### config.mk
export PLATFORM = sky130hd
export DESIGN_NAME = utf8_to_utf16_transcoder
export DESIGN_NICKNAME = d
export VERILOG_FILES = /design/src/hw/rtl/u8u16_pkg.sv /design/src/hw/rtl/utf8_to_utf16_transcoder.sv
export VERILOG_INCLUDE_DIRS = /design/src /design/src/hw/rtl
export SDC_FILE = /design/constraint.sdc
export NUM_CORES = 1
export LEC_CHECK = 0
export BUFFER_PORTS_ARGS = -buffer_cell sky130_fd_sc_hd__buf_2
export CORE_ASPECT_RATIO = 1.4
export CORE_MARGIN = 2
export CORE_UTILIZATION = 54
export CTS_BUF_LIST = sky130_fd_sc_hd__clkbuf_4 sky130_fd_sc_hd__clkbuf_8 sky130_fd_sc_hd__clkbuf_16
export CTS_CLUSTER_SIZE = 10
export DETAILED_ROUTE_END_ITERATION = 10
export HOLD_SLACK_MARGIN = 0.06
export PLACE_DENSITY = 0.73
export SKIP_LAST_GASP = 1
export SLEW_MARGIN = 10
export SYNTH_ARGS = -nofsm -noshare
export SYNTH_HDL_FRONTEND = slang
export SYNTH_SLANG_ARGS = --single-unit
### constraint.sdc
create_clock -name clk_i -period 9.2 [get_ports clk_i]
set_input_delay 0 -clock clk_i [delete_from_list [all_inputs] [get_ports clk_i]]
set_output_delay 0 -clock clk_i [all_outputs]
set_load 0.05 [all_outputs]
### src/hw/rtl/utf8_to_utf16_transcoder_macros.svh
// Assertion macros shared by the transcoder RTL.
`ifndef UTF8_TO_UTF16_TRANSCODER_MACROS_SVH
`define UTF8_TO_UTF16_TRANSCODER_MACROS_SVH

// Same-cycle implication, checked outside reset.
`define U8U16_ASSERT_NOW(label, ante, cons, msg) \
  label: assert property (@(posedge clk_i) disable iff (!rst_ni) (ante) |-> (cons)) \
    else $error(msg);

// Next-cycle implication, checked outside reset.
`define U8U16_ASSERT_NEXT(label, ante, cons, msg) \
  label: assert property (@(posedge clk_i) disable iff (!rst_ni) (ante) |=> (cons)) \
    else $error(msg);

`endif

### src/hw/rtl/u8u16_pkg.sv
// Types and constants for the UTF-8 to UTF-16 transcoder.
`default_nettype none

package u8u16_pkg;

  localparam int unsigned IN_TDATA_W  = 8;
  localparam int unsigned OUT_TDATA_W = 40;  // 16 + 3 + 16 bits, padded to bytes
  localparam int unsigned OUT_TUSER_W = 2;

  localparam logic [1:0] KIND_UNIT    = 2'd0;
  localparam logic [1:0] KIND_SUMMARY = 2'd1;
  localparam logic [1:0] KIND_ERROR   = 2'd2;

  localparam logic [2:0] ERR_NONE         = 3'd0;
  localparam logic [2:0] ERR_ILLEGAL_LEAD = 3'd1;
  localparam logic [2:0] ERR_TRUNCATED    = 3'd2;
  localparam logic [2:0] ERR_SURROGATE    = 3'd3;
  localparam logic [2:0] ERR_TOO_LARGE    = 3'd4;

  localparam logic [30:0] MAX_CODE_POINT = 31'h10FFFF;
  localparam logic [30:0] MAX_BMP        = 31'h00FFFF;
  localparam logic [19:0] SURR_HIGH_BITS = 20'h0001B;  // code[30:11] of 0xD800..0xDFFF
  localparam logic [15:0] LEAD_BASE      = 16'hD7C0;   // 0xD800 - (0x10000 >> 10)
  localparam logic [5:0]  TRAIL_TOP      = 6'b110111;  // 0xDC00 >> 10
  localparam logic [15:0] UNIT_CNT_MAX   = 16'hFFFF;

  typedef struct packed {
    logic [15:0] unit_value;
    logic [1:0]  item_kind;
    logic [2:0]  error_code;
    logic [15:0] units_total;
  } res_item_t;

endpackage

`default_nettype wire

### src/hw/rtl/utf8_to_utf16_transcoder.sv
// UTF-8 byte stream to UTF-16 unit stream transcoder, top level.
//
//   channel   dir  tdata                                   tuser       tlast
//   s_axis    in   in_byte[7:0]                            -           end_of_string
//   m_axis    out  unit_value, error_code, units_total     item_kind   last_of_run
//
// Bytes pass an input register and a result register, one byte per cycle while m_axis
// does not stall and no byte yields more than one result. A byte holds the input register
// until its results (at most 3: a surrogate pair followed by the summary) are emitted.
// Reset (asynchronous) clears all decode state; there is no clearing pass.
// A stalled m_axis holds the result register; the input register still takes bytes that
// yield no results, and s_axis_tready drops once it holds a byte with a result to emit.
`default_nettype none

module utf8_to_utf16_transcoder (
  input  wire                               clk_i,
  input  wire                               rst_ni,
  input  wire                               s_axis_tvalid_i,
  output logic                              s_axis_tready_o,
  input  wire  [u8u16_pkg::IN_TDATA_W-1:0]  s_axis_tdata_i,   // [7:0] in_byte
  input  wire                               s_axis_tlast_i,   // end_of_string
  output logic                              m_axis_tvalid_o,
  input  wire                               m_axis_tready_i,
  output logic [u8u16_pkg::OUT_TDATA_W-1:0] m_axis_tdata_o,   // [15:0] unit_value,
                                                              // [18:16] error_code,
                                                              // [34:19] units_total,
                                                              // [39:35] zero
  output logic [u8u16_pkg::OUT_TUSER_W-1:0] m_axis_tuser_o,   // [1:0] item_kind
  output logic                              m_axis_tlast_o    // last_of_run
);

  import u8u16_pkg::*;

  `include "utf8_to_utf16_transcoder_macros.svh"

  // input register
  logic        in_valid_q;
  logic [7:0]  in_byte_q;
  logic        in_eos_q;

  // decode state
  logic [2:0]  pending_q, pending_d;
  logic [30:0] acc_q, acc_d;
  logic [15:0] cnt_q, cnt_d;
  logic        errl_q, errl_d;

  // position within the current byte's results
  logic [1:0]  seq_q;

  // result register
  logic        out_valid_q;
  res_item_t   out_item_q;
  logic        out_last_q;

  // decode datapath
  logic [2:0]  lead_len;
  logic [30:0] acc_step;
  logic [2:0]  pend_step;
  logic        done;
  logic [2:0]  err;
  logic [15:0] cnt1, cnt2;
  logic [1:0]  n_res;
  res_item_t   item0, item1, item2, item_sel;

  logic        out_free, last_sel, emit, retire, in_accept;

  // leading ones after the top bit of a lead byte
  always_comb begin
    if (!in_byte_q[6])      lead_len = 3'd0;
    else if (!in_byte_q[5]) lead_len = 3'd1;
    else if (!in_byte_q[4]) lead_len = 3'd2;
    else if (!in_byte_q[3]) lead_len = 3'd3;
    else if (!in_byte_q[2]) lead_len = 3'd4;
    else if (!in_byte_q[1]) lead_len = 3'd5;
    else                    lead_len = 3'd6;
  end

  assign cnt1 = (cnt_q == UNIT_CNT_MAX) ? cnt_q : cnt_q + 16'd1;
  assign cnt2 = (cnt1  == UNIT_CNT_MAX) ? cnt1  : cnt1  + 16'd1;

  always_comb begin
    pending_d = pending_q;
    acc_d     = acc_q;
    cnt_d     = cnt_q;
    errl_d    = errl_q;
    acc_step  = acc_q;
    pend_step = pending_q;
    done      = 1'b0;
    err       = ERR_NONE;
    n_res     = 2'd0;
    item0     = '0;
    item1     = '0;
    item2     = '0;

    if (errl_q) begin
      // drop bytes until the end mark, which clears the string state
      if (in_eos_q) begin
        pending_d = '0;
        acc_d     = '0;
        cnt_d     = '0;
        errl_d    = 1'b0;
      end
    end else begin
      if (pending_q == 3'd0) begin
        if (!in_byte_q[7]) begin
          acc_step = {23'd0, in_byte_q};
          done     = 1'b1;
        end else if (lead_len == 3'd0 || lead_len == 3'd6) begin
          err = ERR_ILLEGAL_LEAD;
        end else begin
          acc_step  = {25'd0, in_byte_q[5:0] & (6'h3F >> lead_len)};
          pend_step = lead_len;
        end
      end else begin
        acc_step  = {acc_q[24:0], in_byte_q[5:0]};
        pend_step = pending_q - 3'd1;
        done      = (pending_q == 3'd1);
      end

      acc_d     = acc_step;
      pending_d = pend_step;

      if (done) begin
        acc_d = '0;
        if (acc_step[30:11] == SURR_HIGH_BITS) begin
          err = ERR_SURROGATE;
        end else if (acc_step > MAX_CODE_POINT) begin
          err = ERR_TOO_LARGE;
        end else if (acc_step <= MAX_BMP) begin
          cnt_d = cnt1;
          item0 = '{unit_value: acc_step[15:0], item_kind: KIND_UNIT,
                    error_code: ERR_NONE, units_total: cnt1};
          n_res = 2'd1;
        end else begin
          cnt_d = cnt2;
          item0 = '{unit_value: LEAD_BASE + {5'd0, acc_step[20:10]}, item_kind: KIND_UNIT,
                    error_code: ERR_NONE, units_total: cnt1};
          item1 = '{unit_value: {TRAIL_TOP, acc_step[9:0]}, item_kind: KIND_UNIT,
                    error_code: ERR_NONE, units_total: cnt2};
          n_res = 2'd2;
        end
      end

      if (err == ERR_NONE && in_eos_q && pend_step != 3'd0) begin
        err = ERR_TRUNCATED;
      end

      if (err != ERR_NONE) begin
        // an error never follows units of the same byte
        item0 = '{unit_value: 16'd0, item_kind: KIND_ERROR,
                  error_code: err, units_total: cnt_d};
        n_res = 2'd1;
        pending_d = '0;
        acc_d     = '0;
        if (in_eos_q) begin
          cnt_d = '0;
        end else begin
          errl_d = 1'b1;
        end
      end else if (in_eos_q) begin
        case (n_res)
          2'd0: item0 = '{unit_value: 16'd0, item_kind: KIND_SUMMARY,
                          error_code: ERR_NONE, units_total: cnt_d};
          2'd1: item1 = '{unit_value: 16'd0, item_kind: KIND_SUMMARY,
                          error_code: ERR_NONE, units_total: cnt_d};
          default: item2 = '{unit_value: 16'd0, item_kind: KIND_SUMMARY,
                             error_code: ERR_NONE, units_total: cnt_d};
        endcase
        n_res     = n_res + 2'd1;
        pending_d = '0;
        acc_d     = '0;
        cnt_d     = '0;
      end
    end
  end

  always_comb begin
    case (seq_q)
      2'd0:    item_sel = item0;
      2'd1:    item_sel = item1;
      default: item_sel = item2;
    endcase
  end

  assign out_free  = !out_valid_q || m_axis_tready_i;
  assign last_sel  = (seq_q == n_res - 2'd1);
  assign emit      = in_valid_q && (n_res != 2'd0) && out_free;
  assign retire    = in_valid_q && ((n_res == 2'd0) || (out_free && last_sel));
  assign in_accept = s_axis_tvalid_i && s_axis_tready_o;

  assign s_axis_tready_o = !in_valid_q || retire;

  always_ff @(posedge clk_i or negedge rst_ni) begin
    if (!rst_ni) begin
      in_valid_q <= 1'b0;
      seq_q      <= 2'd0;
      pending_q  <= '0;
      acc_q      <= '0;
      cnt_q      <= '0;
      errl_q     <= 1'b0;
      out_valid_q <= 1'b0;
    end else begin
      if (in_accept) begin
        in_valid_q <= 1'b1;
      end else if (retire) begin
        in_valid_q <= 1'b0;
      end

      if (retire) begin
        seq_q     <= 2'd0;
        pending_q <= pending_d;
        acc_q     <= acc_d;
        cnt_q     <= cnt_d;
        errl_q    <= errl_d;
      end else if (emit) begin
        seq_q <= seq_q + 2'd1;
      end

      if (emit) begin
        out_valid_q <= 1'b1;
      end else if (m_axis_tready_i) begin
        out_valid_q <= 1'b0;
      end
    end
  end

  // payload registers
  always_ff @(posedge clk_i) begin
    if (in_accept) begin
      in_byte_q <= s_axis_tdata_i;
      in_eos_q  <= s_axis_tlast_i;
    end
    if (emit) begin
      out_item_q <= item_sel;
      out_last_q <= last_sel;
    end
  end

  assign m_axis_tvalid_o = out_valid_q;
  assign m_axis_tdata_o  = {5'd0, out_item_q.units_total, out_item_q.error_code,
                            out_item_q.unit_value};
  assign m_axis_tuser_o  = out_item_q.item_kind;
  assign m_axis_tlast_o  = out_last_q;

  `U8U16_ASSERT_NOW(a_seq_holds_byte, seq_q != 2'd0, in_valid_q,
                    "result sequence in progress without a held byte")
  `U8U16_ASSERT_NOW(a_report_is_last,
                    out_valid_q && out_item_q.item_kind != KIND_UNIT, out_last_q,
                    "summary or error report not marked last")
  `U8U16_ASSERT_NOW(a_latched_clean, errl_q, pending_q == 3'd0 && acc_q == 31'd0,
                    "decode state not cleared after error")
  `U8U16_ASSERT_NEXT(a_emit_shows, emit, out_valid_q,
                     "emitted result not presented")

endmodule

`default_nettype wire

# Yosys cells after proc, flatten, opt, wreduce, memory -nomap -nowiden
# Cells that the tools add are included.
# word_totals
out_inout_bits,45
in_bits,13
regBits,102
elab_cells,143
# op_classes
shifts,1
n_mux,82
addsub,7
n_reduce_logical,27
magnitude_cmp,2
bitwise_logic,1
n_eq_ne,9
# op_table
operator,count
$mux 37,16
$mux 31,9
$mux 16,9
$mux 20,4
$pmux 37 s2,1
$mux 3,18
$add 16x1->16 const B,2
$eq 16x16->1 const B,2
$gt 31x21->1 const B,1
$le 31x16->1 const B,1
$mux 2,12
$eq 20x5->1 const B,1
$add 15x12->16 const A,1
$mux 1,13
$logic_not 3->1,3
$reduce_bool 2->1,4
$logic_and 1x1->1,7
$and 6x6->6,1
$logic_not 2->1,3
$reduce_bool 3->1,2
$shr 6x3->6 const A,1
$add 2x1->2 const B,2
$eq 2x1->1 const B,2
$logic_or 1x1->1,4
9 further kinds,10

# Depth between registers and ports, before layout
# Gate-level depths: netlist (run 1).
# depth
word_depth,33
ltp_mapped,24
ltp_nobuf,19

# Worst setup path after synthesis (run 1)
# No wires, ideal clock.
# synth_timing
kind,reg2reg
start,register pending_q[0]
end,register out_item_q (netlist bit m_axis_tdata_o[0]) (enable)
n_path_buf,4
setup_slack_ns,3.170
setup_ns,0.439
required_time_ns,8.761
synth_period_minus_slack_ns,6.030
arrival_ns,5.591
stages_incl_launch_ff,20
cell_sequence,dfrtp_1 inv_1 ha_1 nand2b_1 buf_2 buf_1 clkbuf_1 clkbuf_1 a22oi_1 ha_1 nand2_1 or3_4 a21oi_2 nor3_2 inv_2 ha_1 a32oi_1 ha_1 nand2b_1 nor2_1
# synth_between
elab_chain_cells,19
elab_cells_between_ends,38
classes_between,2 x add/sub; 2 x order compare; 2 x eq/ne; 23 x mux; 9 x reduce/logical
# synth_lines
element,line_no,text
"start, declared",utf8_to_utf16_transcoder.sv:42,"logic [2:0] pending_q, pending_d;"
"start signal, assigned",utf8_to_utf16_transcoder.sv:211,pending_q <= pending_d;
$logic_not 3->1,utf8_to_utf16_transcoder.sv:104,if (pending_q == 3'd0) begin
$mux 31,utf8_to_utf16_transcoder.sv:104,
$mux 31,utf8_to_utf16_transcoder.sv:95,if (errl_q) begin
$gt 31x21->1,utf8_to_utf16_transcoder.sv:127,end else if (acc_step > MAX_CODE_POINT) begin
$mux 3,utf8_to_utf16_transcoder.sv:127,
$mux 3,utf8_to_utf16_transcoder.sv:125,if (acc_step[30:11] == SURR_HIGH_BITS) begin
$mux 3,utf8_to_utf16_transcoder.sv:123,if (done) begin
$mux 3,utf8_to_utf16_transcoder.sv:95,
[... 3 more ...],-,
$mux 3,utf8_to_utf16_transcoder.sv:144,if (err == ERR_NONE && in_eos_q && pend_step != 3'd0) begin
$mux 3,utf8_to_utf16_transcoder.sv:95,
$reduce_bool 3->1,utf8_to_utf16_transcoder.sv:148,if (err != ERR_NONE) begin
$mux 2 (*),utf8_to_utf16_transcoder.sv:148,
$mux 2 (*),utf8_to_utf16_transcoder.sv:95,
$reduce_bool 2->1 (*),utf8_to_utf16_transcoder.sv:187,assign emit = in_valid_q && (n_res != 2'd0) && out_free;
$logic_and 1x1->1 (*) (2 in series),utf8_to_utf16_transcoder.sv:187,
named net emit,utf8_to_utf16_transcoder.sv:65,"logic out_free, last_sel, emit, retire, in_accept;"
"end signal, assigned",utf8_to_utf16_transcoder.sv:234,out_item_q <= item_sel;
"end, declared",utf8_to_utf16_transcoder.sv:52,res_item_t out_item_q;
# Mark *: on every way through the listed nets, which the timed path passes. The rest lies on a longest branch. The select of a mux whose other input is x is not followed.
# A chain may end at the register's enable or synchronous reset.

# Worst setup path in the final report (run 1)
# layout_timing
start,register pending_q[0]
end,register acc_q[30]
# layout_between
elab_chain_cells,22
elab_cells_between_ends,46
classes_between,3 x add/sub; 2 x order compare; 3 x eq/ne; 27 x mux; 11 x reduce/logical
# layout_lines
element,line_no,text
$logic_not 3->1,utf8_to_utf16_transcoder.sv:104,
$mux 31,utf8_to_utf16_transcoder.sv:104,
$mux 31,utf8_to_utf16_transcoder.sv:95,
$gt 31x21->1,utf8_to_utf16_transcoder.sv:127,
$mux 3,utf8_to_utf16_transcoder.sv:127,
$mux 3,utf8_to_utf16_transcoder.sv:125,
$mux 3,utf8_to_utf16_transcoder.sv:123,
$mux 3,utf8_to_utf16_transcoder.sv:95,
[... 6 more ...],-,
$mux 2,utf8_to_utf16_transcoder.sv:148,
$mux 2,utf8_to_utf16_transcoder.sv:95,
$sub 2x1->2,utf8_to_utf16_transcoder.sv:186,assign last_sel = (seq_q == n_res - 2'd1);
$eq 2x2->1,utf8_to_utf16_transcoder.sv:186,
$logic_and 1x1->1,utf8_to_utf16_transcoder.sv:188,assign retire = in_valid_q && ((n_res == 2'd0) || (out_free && last_sel));
$logic_or 1x1->1,utf8_to_utf16_transcoder.sv:188,
$logic_and 1x1->1,utf8_to_utf16_transcoder.sv:188,
$reduce_and 2->1 (no line),-,
"end signal, assigned",utf8_to_utf16_transcoder.sv:198,acc_q <= '0;
"end signal, assigned",utf8_to_utf16_transcoder.sv:212,acc_q <= acc_d;
"end, declared",utf8_to_utf16_transcoder.sv:43,"logic [30:0] acc_q, acc_d;"
# Parallel ways exist; a longest one is shown, timed or not. The select of a mux whose other input is x is not followed.

==> summary.md, run 1 <==
| Metric | Value |
|---|---|
| Peak Freq | 142.6 MHz |
| Crit. End Element | flip-flop |
| Min Tclk post-route | ~7 ns |
| Mean Syn Cell Area | 9.252 µm² |
| Async S/R FF share, synth | a little over half |
| R2R Setup Slk | 2.19 ns |
| Ports | 58 |
| Register area share after synthesis | 39.08% |
| Worst setup path startpoint | pending_q[0] |
| Startpoint types | flip-flop |
| Synth Flop Type | dfrtp_1 |
| Die ar. | 14160 µm² |
| Placeable core area | 12870 µm² |
| Worst-case reg-to-reg path depth | 19 |
| Nets@finish | 841 |
| Remaining antenna violation count after routing | 0 |
| Setup TNS | 0 ns |
| Setup Viol. Count Final | 0 |
| Worst-margin pin slew | 1.225 ns |
| CTS Buf Count | 9 |
| Half-perimeter wire length after placement | about 17 mm |
| Switching Share | a little over half |
| Data arrival, critical path | 7.31 ns |
| Layout cells sized above 1 | between 10 and 15% |
| Die span in y | 140.0 µm |
| Wirelength per Cell | about 25 µm |
| CP Data Required Time | 9.49 ns |
| CP max-delay cell | a31o_1 |
| Max-cap violations | 0 |
| Reg2reg end | acc_q[30] |
| Outcome | finished clean |
| PD cells | 354.6 nW/µm² |
| Initial Utilization | 55.40% |
| Starting DRT DRC Count | 634 |
| Crit-path max cell delay | between 1 and 1.5 ns |
| Peak VDD IR | 0.0002719 V |
| Largest net degree at the start of global routing | 56 |
| Final Skew | 0.008184 ns |
| Period utilization | 76.22% |
| Std cell rows | 49 |
| Vias in the first global route | 6983 |
| Final Max Slew Viols | 0 |
| Library cells used by synthesis | 88 |
| Fillcell total | between 1000 and 1500 |
| Clk network pwr share | between 10% and 20% |
| Sequential share of power | 27.3% |
| Net Switching | 0.001518 W |
| # clock sinks | 102 |
| CP max FO | 25 |
| Logic pwr share | 58.4% |
| Cells along the critical path | inv_1 > ha_1 > nor2b_1 > a31oi_4 > a211o_1 > or4_4 > o21ai_2 > a21oi_2 > nor3_2 > inv_2 > ha_1 > a32oi_1 > ha_1 > xnor2_1 > nor3_1 > nand3_1 > a31o_1 > buf_4 > a32o_1 |
| Drt pass-1 iters | 5 |
| Worst path depth | 19 |
| Yosys warns | 0 |
| Setup repair after global routing missed its margin | false |
| P&R area growth vs syn | 10.75% |
| Diodes inserted | 0 |
| GRT Total Usage | 35.01% |
| Drt drc | 0 |
| Clk slew on worst S/H paths | approximately 0.080 ns |
| Worst Path Buf+Inv | 3 |
| P_leak | a little under 3 nW |
| PortBufs | between 50 and 60 |
| Min-delay worst type | in2async |
| H-tree levels | 3 |
| First-pass GRT wire length | 38.05 mm |
| Initial antenna violation count | 0 |
| Number of synthesized flops with an enable pin | 47 |
| DRT Wirelength | 24.08 mm |
| Die width | between 100 and 150 µm |
| CTS tree | done |
| Clock Root Buffer | clkbuf_16 |
| Post-Syn Area | 7133 µm² |
| CP delay by family, top | compound AO/OA/AOI/OAI gates |
| Hold Vio Cnt, Final | 0 |
| Total gr overflow | 0 |
| Worst path most repeated cell | ha_1 |
| GPL Wtd Cong | 1.014 |
| Internal | 0.001283 W |
| Slew HR | 18.35% |
| Kind of critical path | reg2reg |
| #FFs+latches synth | 102 |
| R2R Path Start | pending_q[0] |
| Overall power | 0.002801 W |
| Post-Synthesis Cells | around 770 |
| Worst Setup EP | acc_q[30] |
| Worst-Skew Late Latency | 0.36 ns |
| Max Root-Sink Buffers | 2 |
| Vias per cell | 7.022 |
| DR vias | 6839 |
## placed cells by master (no fill, tap or decap), types with 6 or more instances in the layout
cell type,netlist,final
a21o_1,9,9
a211oi_1,6,6
nand4_1,12,12
o32ai_1,10,10
mux2_2,7,7
nor3_1,20,20
dlygate4sd3_1,0,12
or3_1,6,6
nor2b_1,8,8
o211ai_1,14,14
o21a_1,8,8
buf_2,14,52
ha_1,12,12
nand2b_1,10,10
o2bb2ai_1,12,12
and3_1,14,14
a21oi_1,36,36
buf_4,8,8
nor2_1,50,49
o21ai_0,34,34
a32o_1,20,20
and2_1,18,18
a22o_1,10,10
nand2_1,69,69
dfrtp_1,55,55
nand3_1,30,30
o22ai_1,21,21
edfxtp_1,47,47
clkbuf_16,0,10
xnor2_1,24,24
nor4_1,12,12
a22oi_1,16,16
inv_1,26,26
mux2i_1,7,7
## worst min path at each step
stage | to | slack [ns] | depth (start not counted)
global placement | in_byte_q[0] | 0.18 | 1
detailed placement | in_byte_q[1] | 0.18 | 1
finish | cnt_q[7] | 0.31 | 3
global route | in_byte_q[5] | 0.36 | 2
CTS | in_byte_q[0] | 0.35 | 2
floorplan | acc_q[0] | -0.30 | 0
## power by group through the flow
stage	clock network, W	logic [W]	registers [W]
after floorplan	0	0.000868	0.00105
after global placement	0	0.00155	0.000769
after detailed placement	0	0.00157	0.000774
after CTS	0.000401	0.00158	0.000765
after global routing	0.000420	0.00173	0.000783
final	0.000398	0.00164	0.000766
## worst register-to-register path: cells and delay by family (launching register included)
family | cells | cell delay, ns
compound gates | 7 | 2.52
xor+xnor | 1 | 0.37
fa+ha+maj | 3 | 0.87
buf+inv | 3 | 0.67
flops | 1 | 0.42
simple gates | 5 | 2.11
## through the flow
step | util [%] | std cells | hold WS (ns) | worst slack (ns) | cell area [µm²]
6_report | 61.36 | 974 | 0.3140 | 2.188 | 7900
5_1_grt | 61.36 | 974 | 0.3570 | 1.835 | 7900
4_1_cts | 61.21 | 973 | 0.3454 | 2.409 | 7880
3_5_place_dp | 57.91 | 945 | 0.1785 | 2.466 | 7456
3_3_place_gp | 57.91 | 945 | 0.1776 | 2.680 | 7456
2_1_floorplan | - | 775 | -0.2956 | 3.170 | 7148
## layout make-up
cell class | instances | area, µm² | share of cell area [%]
multi-input combinational | 602 | 4051 | 51.28
clock buffer | 11 | 257.7 | 3.263
sequential | 102 | 2788 | 35.29
inverter | 28 | 105.1 | 1.330
tap | 153 | 191.4 | 2.423
clock inverter | 5 | 46.29 | 0.5860
timing repair buffer | 73 | 460.4 | 5.828
## Yosys cell counts, drive strengths merged (12+ instances only)
cell	number	area, µm²
ha	12	150.1
buf	25	148.9
a32o	20	200.2
inv	27	101.3
xnor2	24	210.2
a21oi	39	206.5
o22ai	21	131.4
nor2	51	193.9
dfrtp	55	1376
o211ai	14	105.1
nor4	15	121.4
and2	18	112.6
o21ai	41	212.7
nand4	13	87.58
and3	14	87.58
clkbuf	18	67.56
nor3	23	130.1
nand2	70	265.3
edfxtp	47	1411
a22oi	17	132.6
o2bb2ai	12	105.1
nand3	30	150.1
## registers in the layout, summed over array words and instances, names as in the netlist
signal,count
acc_q,31
cnt_q,16
errl_q,1
in_byte_q,8
in_eos_q,1
in_valid_q,1
m_axis_tdata_o,35
m_axis_tlast_o,1
m_axis_tuser_o,2
m_axis_tvalid_o,1
pending_q,3
seq_q,2
## repair_timing
item                                    CTS  global route
setup buffers                             0             0
gates resized for setup                   0             0
endpoints found under the setup margin    0             0
endpoints found under the hold margin    66             0
hold buffers                             12             0
## layer usage
layer,global-route usage [%],share of wire [%],vias up
met5,0,0,-
met1,40.41,36,3286
met2,61.10,52,376
met3,5.339,6.1,103
li1,-,-,3074
met4,19.06,6.4,0
## cell families after synthesis
logic type | count (synthesis) | synth area share, %
other | 1 | 0.05257
xor gates and xnor gates | 28 | 3.438
DFF | 102 | 39.08
AOI/OAI and AO/OA | 261 | 27.42
muxes | 14 | 2.087
and+or+nand+nor | 282 | 21.31
buffers and inverters | 71 | 4.508
adders and majority gates | 12 | 2.105
No activity file was read; power rests on OpenSTA's default activity.
==> run 2: changes to the inputs <==
--- a/config.mk
+++ b/config.mk
@@ -14,7 +14,7 @@
 export CTS_CLUSTER_SIZE = 10
 export DETAILED_ROUTE_END_ITERATION = 10
 export HOLD_SLACK_MARGIN = 0.06
-export PLACE_DENSITY = 0.73
+export PLACE_DENSITY = 0.76
 export SKIP_LAST_GASP = 1
 export SLEW_MARGIN = 10
 export SYNTH_ARGS = -nofsm -noshare
==> constraint.sdc (replaced) <==
create_clock -name clk_i -period 6 [get_ports clk_i]
set_input_delay 0 -clock clk_i [delete_from_list [all_inputs] [get_ports clk_i]]
set_output_delay 0 -clock clk_i [all_outputs]
set_load 0.05 [all_outputs]
==> summary.md, run 2 (same netlist as run 1, synthesis figures left out) <==
| Metric | Value |
|---|---|
| Outcome | finished clean |
| Setup repair after global routing missed its margin | false |
| Kind of critical path | reg2reg |
| Startpoint types | flip-flop |
| Worst-Skew Late Latency | roughly 0.37 ns |
| Std cell rows | 49 |
| Data arrival, critical path | about 6.0 ns |
| Worst-margin pin slew | 0.9124 ns |
| # clock sinks | 102 |
| Most common cell after layout, fill and taps aside | nand2_1 |
| Diodes inserted | 0 |
| Total gr overflow | 0 |
| Crit. End Element | flip-flop |
| Post-Layout Cell Count | 985 |
| H-tree levels | 3 |
| Worst-case reg-to-reg path depth | 18 |
| Period utilization | 95.12% |
| Die width | between 100 and 150 µm |
| PortBufs | 52 |
| P&R area growth vs syn | 12.45% |
| Remaining antenna violation count after routing | 0 |
| Hold Vio Cnt, Final | 0 |
| First-pass GRT wire length | between 30 and 40 mm |
| Util after Layout | about 62% |
| # placed instances | 956 |
| Peak VDD IR | 0.0003711 V |
| CTS tree | done |
| Die span in y | 140.0 µm |
| Largest net degree at the start of global routing | 56 |
| DR vias | 6879 |
| Initial Utilization | between 50% and 60% |
| Most frequent cells in the layout | nand2_1, dfrtp_1, buf_2 |
| Drt pass-1 iters | 5 |
| CP max FO | 35 |
| Drt drc | 0 |
| Setup TNS | 0 ns |
| Clock Root Buffer | clkbuf_16 |
| Worst path most repeated cell | ha_1 |
| Vias per cell | 6.984 |
| PD cells | 535.3 nW/µm² |
| Min-delay worst type | in2async |
| Half-perimeter wire length after placement | 16.64 mm |
| P_leak | ~3.0 nW |
| Cells along the critical path | inv_1 > ha_1 > nor2b_1 > a31oi_4 > a211o_1 > or4_4 > nor3_2 > o211ai_1 > or2_2 > ha_1 > a32oi_1 > ha_1 > xnor2_1 > nor3_1 > nand3_2 > a31o_1 > buf_4 > a32o_1 |
| Initial antenna violation count | 0 |
| Min Tclk post-route | 5.707 ns |
| Max-cap violations | 0 |
| GRT Total Usage | 32.50% |
| Vias in the first global route | approximately 7000 |
| CP Data Required Time | 6.25 ns |
| Max Root-Sink Buffers | 2 |
| DRT Wirelength | about 23 mm |
| CTS Buf Count | 9 |
| GPL Wtd Cong | 1.043 |
| Hold WS | 0.3045 ns |
| Layout cells sized above 1 | 16.83% |
| Max reg flops | 35 |
| Crit-path max cell delay | approximately 0.56 ns |
| Starting DRT DRC Count | 533 |
| Setup Viol. Count Final | 0 |
| Final Max Slew Viols | 0 |
| Slew HR | approximately two fifths |
| CP max-delay cell | or4_4 |
| Clk slew on worst S/H paths | about 0.080 ns |
| Placeable core area | 12870 µm² |
| Nets@finish | 852 |
| Ports | just under 60 |
| Wirelength per Cell | 23.04 µm |
| Final Skew | 0.01216 ns |
| Peak Freq | around 180 MHz |
| Die ar. | 14160 µm² |
## run 2: stage by stage
step,cell area [µm²],total power [W],setup slack (ns)
2_1_floorplan,7151,0.002942,0.1077
4_1_cts,7964,0.004213,0.1478
6_report,8021,0.004294,0.2927
5_1_grt,8021,0.004484,0.009735
3_3_place_gp,7551,0.003569,0.4880
3_5_place_dp,7551,0.003615,0.1928
## run 2: repair_timing
item                       CTS  global route
hold buffers                12             0
setup buffers                0             1
setup endpoints to repair    0            63
hold endpoints to repair    66             0
resized for setup            0             8
## run 2: per-layer routing
metal | up-vias | part of all wire [%] | global-route usage (%)
met3 | 90 | 5.7 | 4.641
met1 | 3329 | 35 | 35.80
li1 | 3086 | - | -
met4 | 0 | 6.2 | 19.91
met5 | - | 0 | 0
met2 | 374 | 53 | 57.69
## run 2: critical path: cells and delay by family (launching register included)
| kind | cells | cell delay (ns) |
|---|---|---|
| XOR/XNOR | 1 | 0.19 |
| AO/OA/AOI/OAI | 6 | 1.46 |
| buffers and inverters | 2 | 0.39 |
| adder cells (fa/ha/maj) | 3 | 0.91 |
| flip-flops | 1 | 0.43 |
| AND/OR/NAND/NOR | 6 | 2.18 |
## run 2: final timing paths
check,start,endpoint,slack [ns]
hold / removal,rst_ni,cnt_q[4],0.30
setup / recovery,pending_q[0],acc_q[26],0.29
max in group asynchronous,rst_ni,seq_q[1],5.15
min in group clk_i,s_axis_tdata_i[3],in_byte_q[3],0.34
setup reg to reg,pending_q[0],acc_q[26],0.29
hold reg to reg,acc_q[30],acc_q[30],0.50
## run 2: final cells by class
type                            count  area [µm²]
Sequential cell                   102        2788
Timing Repair Buffer               84       555.5
Clock inverter                      7       67.56
Clock buffer                        9       225.2
Multi-Input combinational cell    602        4089
Fill cell                        1127        4853
Tap cell                          153       191.4
Inverter                           28       105.1
## run 2: report_power, final
part           leakage [nW]  internal (W)  switching, W
Combinational          1.62      0.000687       0.00185
Clock                 0.145      0.000292      0.000294
Sequential             1.21       0.00101      0.000156
==> run 3: changes to the inputs <==
--- a/config.mk
+++ b/config.mk
@@ -14,7 +14,7 @@
 export CTS_CLUSTER_SIZE = 10
 export DETAILED_ROUTE_END_ITERATION = 10
 export HOLD_SLACK_MARGIN = 0.06
-export PLACE_DENSITY = 0.76
+export PLACE_DENSITY = 0.73
 export SKIP_LAST_GASP = 1
 export SLEW_MARGIN = 10
 export SYNTH_ARGS = -nofsm -noshare
==> constraint.sdc (replaced) <==
create_clock -name clk_i -period 5.9 [get_ports clk_i]
set_input_delay 0 -clock clk_i [delete_from_list [all_inputs] [get_ports clk_i]]
set_output_delay 0 -clock clk_i [all_outputs]
set_load 0.05 [all_outputs]
==> summary.md, run 3 (same netlist as run 1, synthesis figures left out) <==
| Metric | Value |
|---|---|
| Outcome | finished clean |
| Startpoint types | flip-flop |
| Min-delay worst type | in2async |
| Worst Setup EP | acc_q[24] |
| Reg2reg end | acc_q[24] |
| Fin area | 8026 µm² |
| Util after Layout | between 60 and 70% |
| Die width | 101.1 µm |
| DRT Wirelength | 22.69 mm |
| Max reg flops | 35 |
| Min Tclk post-route | 5.708 ns |
| Diodes inserted | 0 |
| Setup Viol. Count Final | 0 |
| Total gr overflow | 0 |
| Crit path setup slack, layout | about 0.19 ns |
| Drt drc | 0 |
| H-tree levels | 3 |
| Data arrival, critical path | 5.96 ns |
| GRT Total Usage | 32.54% |
| Max Root-Sink Buffers | 2 |
| Vias in the first global route | 6640 |
| Die ar. | 14160 µm² |
| Dpl cell area | 7559 µm² |
| Half-perimeter wire length after placement | 16.85 mm |
| Clock Root Buffer | clkbuf_16 |
| Drt pass-1 iters | 5 |
| R2R Path Start | pending_q[0] |
| CP max FO | 35 |
| Hold WS | 0.2970 ns |
| DR vias | 6823 |
| Layout cells sized above 1 | 16.69% |
| # clock sinks | 102 |
| P&R area growth vs syn | 12.52% |
| Worst-case reg-to-reg path depth | 17 |
| First-pass GRT wire length | 35.56 mm |
| Wirelength per Cell | between 20 and 25 µm |
| Peak VDD IR | between 0.0003 and 0.0004 V |
| Nets@finish | 853 |
| Largest net degree at the start of global routing | 56 |
| Std cell rows | 49 |
| Slew HR | between 30% and 40% |
| Most common cell after layout, fill and taps aside | nand2_1 |
| Pre-CTS setup slack | 0.1326 ns |
| Ports | 58 |
| Die span in y | 140.0 µm |
| Worst-margin pin slew | 0.9838 ns |
| PortBufs | 52 |
| Vias per cell | 6.920 |
| Crit. End Element | flip-flop |
| P_leak | ~3.0 nW |
| Final Max Slew Viols | 0 |
| CP Data Required Time | 6.15 ns |
| Starting DRT DRC Count | 512 |
| CTS tree | done |
| Peak Freq | 175.2 MHz |
| Initial antenna violation count | 0 |
| Period utilization | between 90% and 100% |
| R2R Setup Slk | 0.19 ns |
| Worst setup path startpoint | pending_q[0] |
| Clk slew on worst S/H paths | around 0.07 ns |
| Kind of critical path | reg2reg |
| Initial Utilization | 55.40% |
| Max-cap violations | 0 |
| Most frequent cells in the layout | nand2_1, dfrtp_1, buf_2 |
| CTS Buf Count | 9 |
| Worst-Skew Late Latency | 0.36 ns |
| GPL Wtd Cong | 0.9983 |
| Fillcell total | roughly 1100 |
| PD cells | 542.3 nW/µm² |
| Placeable core area | between 10000 and 15000 µm² |
| Final Skew | about 0.014 ns |
| Overall power | 0.004353 W |
| Remaining antenna violation count after routing | 0 |
| Hold Vio Cnt, Final | 0 |
run 3: cell types whose count changed in the layout (fill, tap and decap cells not counted), sizes merged:
cell,delta
buf,+1
clkbuf,+1
inv,-1
run 3: timing repair:
action / in CTS / in global routing
hold endpoints to repair: 66 / 0
hold buffers: 12 / 0
buffers inserted: 0 / 1
resized for setup: 0 / 6
setup endpoints to repair: 0 / 74
run 3: area by class of cell:
type	instances	area, µm²	area share, %
repair buffers	85	563.0	7.015
clock buffers	10	250.2	3.118
clock inverters	6	51.30	0.6391
well taps	153	191.4	2.385
flip-flops and latches	102	2788	34.73
multi-input cells	602	4078	50.80
inverters	28	105.1	1.309
run 3: how the worst min path moves through the flow:
stage / from / cells after the start / endpoint / slack [ns]
finish: rst_ni / 3 / cnt_q[10] / 0.30
global route: rst_ni / 3 / cnt_q[10] / 0.37
CTS: s_axis_tdata_i[4] / 2 / in_byte_q[4] / 0.35
detailed placement: s_axis_tdata_i[6] / 1 / in_byte_q[6] / 0.18
global placement: rst_ni / 2 / cnt_q[10] / 0.18
floorplan: rst_ni / 0 / acc_q[0] / -0.30
run 3: where the power goes:
| part | internal (W) | switching, W |
|---|---|---|
| sequential | 0.00103 | 0.000160 |
| clock | 0.000318 | 0.000286 |
| combinational | 0.000685 | 0.00188 |
| total | 0.00203 | 0.00232 |
run 3: through the flow:
| step | instances | setup TNS, ns |
|---|---|---|
| 6_report | 986 | 0 |
| 5_1_grt | 986 | -0.7047 |
| 4_1_cts | 985 | 0 |
| 3_5_place_dp | 957 | 0 |
| 3_3_place_gp | 957 | 0 |
| 2_1_floorplan | 775 | 0 |
run 3: critical path: stages, from the launching register on:
cell and delay, ns:
dfrtp_1 0.43, inv_1 0.16, ha_1 0.29, nand2b_2 0.19, nor4_1 0.46, o22ai_1 0.22, or4_4 0.56, or3_4 0.46
a31oi_4 0.36, nor4b_4 0.45, a32oi_1 0.10, ha_1 0.33, xnor2_1 0.20, nor3_1 0.28, nand3_1 0.27, a31o_1 0.29
buf_4 0.25, a32o_1 0.26
run 3: routing by layer:
layer	global-route usage, %	vias up	part of all wire [%]
met5	0	-	0
met4	21.19	0	6.2
met3	4.741	89	6.6
met2	56.81	372	52
met1	36.08	3265	35
li1	-	3097	-
